`src/rtl/core/caf_pkg.sv`:
```
// shared types and constants for the can receive acceptance filter
package caf_pkg;

  localparam int CFG_W  = 6;
  localparam int EIDX_W = 6;
  localparam int ID_W   = 11;
  localparam int KEY_W  = 12;
  localparam int MIDX_W = 5;
  localparam int CMP_W  = 7;
  localparam int ENT_W  = KEY_W + ID_W;

  localparam logic [CFG_W-1:0] ACTIVE_RESET = 6'd32;
  localparam logic [KEY_W-1:0] FULL_MASK    = 12'hFFF;

  localparam logic MODE_PROGRAM = 1'b0;
  localparam logic MODE_RECEIVE = 1'b1;

  localparam logic STATUS_OK      = 1'b0;
  localparam logic STATUS_ILL_ARG = 1'b1;

  typedef enum logic [1:0] {
    ST_IDLE,
    ST_SCAN,
    ST_HOLD
  } state_t;

  typedef struct packed {
    logic              status;
    logic              matched;
    logic              delivered;
    logic [MIDX_W-1:0] idx;
  } res_t;

endpackage

```
`src/rtl/core/caf_ram.sv`:
```
// generic single write port ram with registered read
module caf_ram #(
  parameter int WIDTH = 8,
  parameter int DEPTH = 32
) (
  input  logic                                  clk,
  input  logic                                  we,
  input  logic [(DEPTH > 1 ? $clog2(DEPTH) : 1)-1:0] waddr,
  input  logic [WIDTH-1:0]                      wdata,
  input  logic [(DEPTH > 1 ? $clog2(DEPTH) : 1)-1:0] raddr,
  output logic [WIDTH-1:0]                      rdata
);

  logic [WIDTH-1:0] mem [DEPTH];

  always_ff @(posedge clk) begin
    if (we) begin
      mem[waddr] <= wdata;
    end
    rdata <= mem[raddr];
  end

endmodule

```
`src/rtl/core/can_rx_acceptance_filter_top.sv`:
```
// can receive acceptance filter bank, one entry compared per cycle
//
//   channel | dir | beat
//   cfg     | in  | cfg_data: active entry count
//   in      | in  | mode, entry_index, msg_id, rtr_bit, id_mask, entry_enable
//   out     | out | status, matched, delivered, match_index
//
// program beat: goes to the hold state, which waits for the output register to be free
// receive beat: one entry a cycle until a hit or the last active entry, then the hold state
// busy from accept until the result moves to the output register
// reset clears programmed flags, not the ram; unprogrammed entries read as key 0, mask all ones
// a held result does not block the next beat; a finished result waits for the output register
module can_rx_acceptance_filter_top #(
  parameter int ENTRIES = 32
) (
  input  logic                         clk,
  input  logic                         rst,
  input  logic                         cfg_valid,
  output logic                         cfg_ready,
  input  logic [caf_pkg::CFG_W-1:0]    cfg_data,
  input  logic                         in_valid,
  output logic                         in_ready,
  input  logic                         mode,
  input  logic [caf_pkg::EIDX_W-1:0]   entry_index,
  input  logic [caf_pkg::ID_W-1:0]     msg_id,
  input  logic                         rtr_bit,
  input  logic [caf_pkg::ID_W-1:0]     id_mask,
  input  logic                         entry_enable,
  output logic                         out_valid,
  input  logic                         out_ready,
  output logic                         status,
  output logic                         matched,
  output logic                         delivered,
  output logic [caf_pkg::MIDX_W-1:0]   match_index
);

  import caf_pkg::*;

  localparam int IDX_W = (ENTRIES > 1) ? $clog2(ENTRIES) : 1;

  state_t state, state_next;

  logic [CFG_W-1:0]   active_entries;
  logic [ENTRIES-1:0] programmed;
  logic [KEY_W-1:0]   word;
  logic [IDX_W-1:0]   scan_idx;
  res_t               pend;
  res_t               out_res;

  logic [CMP_W-1:0]   eff_cnt;
  logic [CMP_W-1:0]   nxt_cnt;
  logic               prog_ok;
  logic               in_fire;
  logic               out_free;
  logic               ram_we;
  logic [IDX_W-1:0]   ram_raddr;
  logic [ENT_W-1:0]   ram_rdata;
  logic [KEY_W-1:0]   ent_key;
  logic [KEY_W-1:0]   ent_mask;
  logic               hit;
  logic               last;

  assign cfg_ready = 1'b1;
  assign in_fire   = in_valid && in_ready;
  assign out_free  = !out_valid || out_ready;

  // active count saturates at the bank size
  assign eff_cnt = ({1'b0, active_entries} > CMP_W'(ENTRIES)) ? CMP_W'(ENTRIES)
                                                              : {1'b0, active_entries};
  assign prog_ok = entry_enable && ({1'b0, entry_index} < eff_cnt);
  assign ram_we  = in_fire && (mode == MODE_PROGRAM) && prog_ok;

  assign nxt_cnt   = CMP_W'(scan_idx) + CMP_W'(1);
  assign ram_raddr = (state == ST_SCAN && nxt_cnt < CMP_W'(ENTRIES)) ? nxt_cnt[IDX_W-1:0]
                                                                     : '0;

  caf_ram #(
    .WIDTH(ENT_W),
    .DEPTH(ENTRIES)
  ) u_ram (
    .clk  (clk),
    .we   (ram_we),
    .waddr(entry_index[IDX_W-1:0]),
    .wdata({id_mask, rtr_bit, msg_id}),
    .raddr(ram_raddr),
    .rdata(ram_rdata)
  );

  // shared compare unit
  assign ent_key  = programmed[scan_idx] ? ram_rdata[KEY_W-1:0] : '0;
  assign ent_mask = programmed[scan_idx] ? {1'b1, ram_rdata[ENT_W-1:KEY_W]} : FULL_MASK;
  assign hit      = (((word ^ ent_key) & ent_mask) == '0);
  assign last     = (nxt_cnt == eff_cnt);

  always_ff @(posedge clk) begin
    if (rst) begin
      state <= ST_IDLE;
    end else begin
      state <= state_next;
    end
  end

  always_comb begin
    state_next = state;
    in_ready   = 1'b0;
    case (state)
      ST_IDLE: begin
        in_ready = 1'b1;
        if (in_valid) begin
          if (mode == MODE_PROGRAM || eff_cnt == '0) begin
            state_next = ST_HOLD;
          end else begin
            state_next = ST_SCAN;
          end
        end
      end
      ST_SCAN: begin
        if (hit || last) begin
          state_next = ST_HOLD;
        end
      end
      ST_HOLD: begin
        if (out_free) begin
          state_next = ST_IDLE;
        end
      end
      default: begin
        state_next = ST_IDLE;
      end
    endcase
  end

  always_ff @(posedge clk) begin
    if (rst) begin
      active_entries <= ACTIVE_RESET;
    end else if (cfg_valid && cfg_ready) begin
      active_entries <= cfg_data;
    end
  end

  always_ff @(posedge clk) begin
    if (rst) begin
      programmed <= '0;
    end else if (ram_we) begin
      programmed[entry_index[IDX_W-1:0]] <= 1'b1;
    end
  end

  always_ff @(posedge clk) begin
    if (in_fire) begin
      word     <= {rtr_bit, msg_id};
      scan_idx <= '0;
      pend     <= '{((mode == MODE_PROGRAM) && !prog_ok) ? STATUS_ILL_ARG : STATUS_OK,
                    1'b0, 1'b0, '0};
    end else if (state == ST_SCAN) begin
      if (hit) begin
        pend.matched   <= 1'b1;
        pend.delivered <= programmed[scan_idx];
        pend.idx       <= MIDX_W'(scan_idx);
      end else begin
        scan_idx <= nxt_cnt[IDX_W-1:0];
      end
    end
  end

  always_ff @(posedge clk) begin
    if (rst) begin
      out_valid <= 1'b0;
    end else if (state == ST_HOLD && out_free) begin
      out_valid <= 1'b1;
    end else if (out_ready) begin
      out_valid <= 1'b0;
    end
  end

  always_ff @(posedge clk) begin
    if (state == ST_HOLD && out_free) begin
      out_res <= pend;
    end
  end

  assign status      = out_res.status;
  assign matched     = out_res.matched;
  assign delivered   = out_res.delivered;
  assign match_index = out_res.idx;

`ifndef ASSERT_OFF
  a_busy_after_accept: assert property (@(posedge clk) disable iff (rst)
    in_fire |=> !in_ready)
    else $error("input taken while busy");

  a_scan_in_range: assert property (@(posedge clk) disable iff (rst)
    state == ST_SCAN |-> CMP_W'(scan_idx) < eff_cnt)
    else $error("scan beyond active count");

  a_deliver_needs_match: assert property (@(posedge clk) disable iff (rst)
    out_valid && delivered |-> matched)
    else $error("delivery without match");

  a_status_only_program: assert property (@(posedge clk) disable iff (rst)
    out_valid && status |-> !matched && !delivered && match_index == '0)
    else $error("failed program beat carries match fields");

  a_hold_loads_output: assert property (@(posedge clk) disable iff (rst)
    state == ST_HOLD && out_free |=> out_valid && state == ST_IDLE)
    else $error("result not moved to output register");
`endif

endmodule
```
`config.mk`:
```
export PLATFORM = sky130hd
export DESIGN_NAME = can_rx_acceptance_filter_top
export DESIGN_NICKNAME = d
export VERILOG_FILES = /design/src/rtl/core/caf_pkg.sv /design/src/rtl/core/caf_ram.sv /design/src/rtl/core/can_rx_acceptance_filter_top.sv
export SDC_FILE = /design/constraint.sdc
export NUM_CORES = 1
export LEC_CHECK = 0
export BUFFER_PORTS_ARGS = -buffer_cell sky130_fd_sc_hd__buf_2
export CAP_MARGIN = 5
export CORE_MARGIN = 1
export CORE_UTILIZATION = 55
export CTS_CLUSTER_SIZE = 8
export DETAILED_ROUTE_END_ITERATION = 8
export GPL_TIMING_DRIVEN = 0
export HOLD_SLACK_MARGIN = 0.1
export MAX_ROUTING_LAYER = met4
export PLACE_DENSITY = 0.74
export REMOVE_ABC_BUFFERS = 1
export SYNTH_ARGS = -nofsm -noshare
export SYNTH_HDL_FRONTEND = slang
export SYNTH_SLANG_ARGS = --single-unit
```
`constraint.sdc`:
```
create_clock -name clk -period 9.1 [get_ports clk]
set_clock_uncertainty 0.1 [all_clocks]
set_input_delay 1.82 -clock clk [delete_from_list [all_inputs] [get_ports clk]]
set_output_delay 1.82 -clock clk [all_outputs]
set_load 0.02 [all_outputs]
```
==> results of run 1 <==
==> through the flow <==
step,cell area [um^2],cells,worst slack (ps),setup TNS [ps],hold slack (ps)
4_1_cts,37500,2718,4340,0,326
3_3_place_gp,33000,2478,-5470,-145060,312
3_5_place_dp,34300,2521,3670,0,311
2_1_floorplan,31800,1662,1190,0,300
5_1_grt,37500,2719,4000,0,342
==> cells by family after synthesis <==
logic type,Yosys count,synth area share
AOI/OAI and AO/OA,355,0.0714
xor gates and xnor gates,6,0.00163
adders and majority gates,6,0.00232
buffers and inverters,130,0.0180
DFF,833,0.750
muxes,186,0.112
other,1,0.000116
and+or+nand+nor,267,0.0441
==> cell usage after synthesis, drive strengths merged (3+ instances only) <==
cell,count,area share
a21o,4,0.00093
a21oi,5,0.00089
a22oi,3,0.00070
a31oi,4,0.00097
buf,49,0.0086
clkbuf,73,0.0085
dfxtp,76,0.047
edfxtp,757,0.70
ha,6,0.0023
inv,8,0.00093
mux2,24,0.0084
mux2i,24,0.0074
mux4,138,0.096
nand2,51,0.0061
nand2b,5,0.00097
nand3,20,0.0031
nand3b,13,0.0030
nand4,7,0.0015
nor2,56,0.0065
nor2b,9,0.0017
nor3,4,0.00062
o211ai,100,0.023
o21a,35,0.0081
o21ai,95,0.015
o22ai,98,0.019
o311ai,3,0.00081
or3,92,0.018
xnor2,3,0.00081
xor2,3,0.00081
==> routing by layer <==
| layer | global-route usage |
|---|---|
| met4 | 0.124 |
| met2 | 0.425 |
| met5 | - |
| met3 | 0.0566 |
| met1 | 0.393 |
==> qor.yml, run 1 <==
clock_tree:
  cts_buffer_depth: 3
  htree_num_levels: 3
  cts_buffers: 114
  cts_resized: 0
  cts_hold_buf: 0
  clkSinkCount: 833
  cts-root-buf: "clkbuf_16"
  post_cts_buffers: 0
placement:
  dpl.hpwl_um: 43900
  portBuffers: 51
  gp_congestion: 0.827
die:
  io-pin-count: 53
  fp.dieH_um: 244
  initial_core_util: 0.558
  rows: 88
  die_w_um: 244
global_route:
  grt_pass1_wl_um: 120000
  grt_antenna_before_repair: 4
  grt_pass1_vias: 18190
  grt-ovfl-total: 0
  groute.usage.overall: 0.287
  grt_max_degree: 137
yosys:
  yosysUniqueCellTypes: 54
  synth_cells: 1784
  synth_edf_count: 757
  synth_area_mm2: 0.0323
  yosysWarnings: 0
  ys_ff_latch: 833
  synth_flop_cell: "edfxtp_1"
  ys_seq_area_frac: 0.750
  syn_area_per_cell_um2: 18.1
  async_flop_share: 0
outcome:
  firstError: "[ERROR DRT-0255] Maze Route cannot find path of net clk in worker of routeBox ( 193200 0 ) ( 244410 48300 )."
  outcome.stop_stage: "5_2_route"
  status: "aborted with a tool error"
==> run 2, diff against run 1 <==
Settings changed: CORE_UTILIZATION 55 to 40, CTS_CLUSTER_SIZE 8 to default, HOLD_SLACK_MARGIN 0.1 to default, MAX_ROUTING_LAYER met4 to default, PLACE_DENSITY 0.74 to default, PLACE_DENSITY_LB_ADDON from default to 0.15.
==> run 2 against run 1 <==
Net effect: the run now ends clean; area after synthesis did not move; global-route usage fell by 7.8 points; synthesized cell count is the same.
==> qor.yml, run 2 <==
outcome:
  status: "completed"
clock_tree:
  clkTransAtPathRegs_ps: 60
  cts_tree: "done"
  cts_buffer_depth: 3
  cts_resized: 0
  clk_latency_ps: 640
  clkSinkCount: 833
  cts_buffers: 87
  cts-root-buf: "clkbuf_16"
  cts_hold_buf: 0
  post_cts_buffers: 0
  htree_num_levels: 3
critical_path:
  cp-end-kind: "flip-flop"
  required_ps: 9330
  crit_family: "simple AND/OR/NAND/NOR gates"
  cp-start-kind: "input pin"
  cp_max_fo: 13
  cp_cell_sequence: "buf_2 > or3b_1 > a21o_1 > a21o_1 > a21o_1 > a21o_1 > a21oi_2 > nand4b_2 > nor2_4 > buf_16"
  slowest_delay_ps: 820
  crit_arrival_ps: 5060
  critPathBufInv: 2
  cp_common_cell: "a21o_1"
  crit_type: "input pin to flip-flop"
  slowest_stage: "nor2_4"
cells_and_area:
  n_fill_cell: 6607
  final_util: 0.473
  final_common_cell: "edfxtp_1"
  largest_reg_flops: 736
  max_flop_register: "u_ram.mem"
  nNetsFinal: 1893
  final_cell_mix: "edfxtp_1 (757), mux4_2 (138), o211ai_1 (100), o22ai_1 (98), o21ai_0 (93)"
  antennaDiodeCount: 0
  drive_gt1_frac: 0.228
  largest_registers: "u_ram.mem x736, programmed x32, u_ram.rdata x23"
  areaGrowthSynthToFinish_pct: 16.5
yosys:
  syn_area_per_cell_um2: 18.1
  synth-simple-area-share: 0.0441
  synth_flop_cell: "edfxtp_1"
  synth_cells: 1784
  synth_top_family_by_area: "multiplexers"
  synthTopCellsByCount: "edfxtp_1 (757), mux4_2 (138), o211ai_1 (100)"
  ys_seq_area_frac: 0.750
  synth_top_cell_by_area: "edfxtp_1"
  yosysWarnings: 0
  synth-xor-area-share: 0.00163
  async_flop_share: 0
  yosysUniqueCellTypes: 54
  ys_ff_latch: 833
  synth_area_mm2: 0.0323
  synth_edf_count: 757
  synth.area.mux_share: 0.112
  synth_compound_area_frac: 0.0714
  synthAdderAreaFrac: 0.00232
  synth_top_area_frac: 0.703
  post-synth-top-count-cell: "edfxtp_1"
  ys_top_cells_by_area: "edfxtp_1 (70%), mux4_2 (9.6%), dfxtp_1 (4.7%)"
route:
  drt-total-wl_um: 84600
  firstDrtPassIters: 5
  via_count: 17319
  drc_errors: 0
  initialDrtViolationCount: 1795
  ant_nets: 0
  wl_per_cell_um: 28.5
  routed_via_density: 5.84
placement:
  gp_congestion: 0.742
  dpl.hpwl_um: 47900
  portBuffers: 51
global_route:
  grt_antenna_before_repair: 2
  grt_pass1_vias: 17326
  groute.usage.overall: 0.209
  grt-ovfl-total: 0
  grt_max_degree: 118
  grt_pass1_wl_um: 123000
power:
  p_leak_uw: 0.0118
  p_per_area_mw_per_mm2: 225
  ir_drop_mv: 0.129
timing:
  max_freq_ghz: 0.207
  fin_crit_sh: 0.531
  setup_violations: 0
  rsz0062_at_grt: "no"
  worstMarginPinSlew_ps: 1240
  relSlewSlack: 0.171
  hold_viol: 0
  drv_slew: 0
  min_period_ps: 4840
  whs_ps: 336
run:
  maxCapViolCount: 0
die:
  die_area_mm2: 0.0819
  fp.dieH_um: 286
  rows: 103
  core_mm2: 0.0795
  initial_core_util: 0.406
  die_w_um: 286
  io-pin-count: 53
worst_hold_path:
  hold_class: "flip-flop to flip-flop"
[run 2: worst paths after layout]
kind	start	endpoint	slack [ps]	depth (start not counted)
setup / recovery	entry_index[0]	u_ram.mem[15][22]	4270	10
hold / removal	pend[7]	status	340	0
setup reg to reg	scan_idx[2]	u_ram.rdata[5]	4410	8
hold reg to reg	pend[7]	status	340	0
[run 2: logic make-up (layout without fill, tap and decap cells)]
kind of cell,after synthesis,count (layout)
xor gates and xnor gates,6,6
AOI/OAI and AO/OA,355,355
adders and majority gates,6,6
other,1,1
muxes,186,186
buffers and inverters,130,264
DFF,833,833
and+or+nand+nor,267,267
[run 2: layer usage]
metal | wire length [um] | vias up | track usage
li1 | - | 7439 | -
met1 | 38700 | 9173 | 0.312
met2 | 39100 | 571 | 0.319
met3 | 4610 | 134 | 0.0352
met4 | 2120 | 2 | 0.0567
met5 | 13 | - | 0
[run 2: power breakdown]
part           internal (uW)  switching [uW]
sequential              4190            37.2
combinational            193             301
clock                   2270            1460
[run 2: stage by stage]
| stage | setup TNS [ps] | power, uW | setup slack, ps | cell area [um^2] | std cells |
|---|---|---|---|---|---|
| finish | 0 | 8450 | 4270 | 37600 | 2968 |
| global route | 0 | 8700 | 4130 | 37600 | 2968 |
| CTS | 0 | 8520 | 4240 | 37600 | 2968 |
| detailed placement | 0 | 4810 | 3590 | 34600 | 2806 |
| global placement | -192610 | 4800 | -6910 | 33300 | 2763 |
| floorplan | 0 | 4600 | 1190 | 31800 | 1662 |
[run 2: layout make-up]
| class | instances | area, um^2 | share of cell area |
|---|---|---|---|
| clock buffers | 127 | 2570 | 0.0682 |
| clock inverters | 35 | 462 | 0.0123 |
| inverters | 8 | 37.5 | 0.000997 |
| multi-input cells | 821 | 7780 | 0.207 |
| flip-flops and latches | 833 | 24300 | 0.644 |
| well taps | 1050 | 1310 | 0.0349 |
| repair buffers | 94 | 1220 | 0.0324 |
[run 2: worst register-to-register path, stage by stage, from the launching register on]
cell and delay [ps]:
dfxtp_1 1150, and3_1 420, a31oi_2 220, nand2_8 440, buf_16 400, buf_16 440
mux4_2 560, mux4_2 510, mux2_2 320
(Power assumes the default switching activity.)
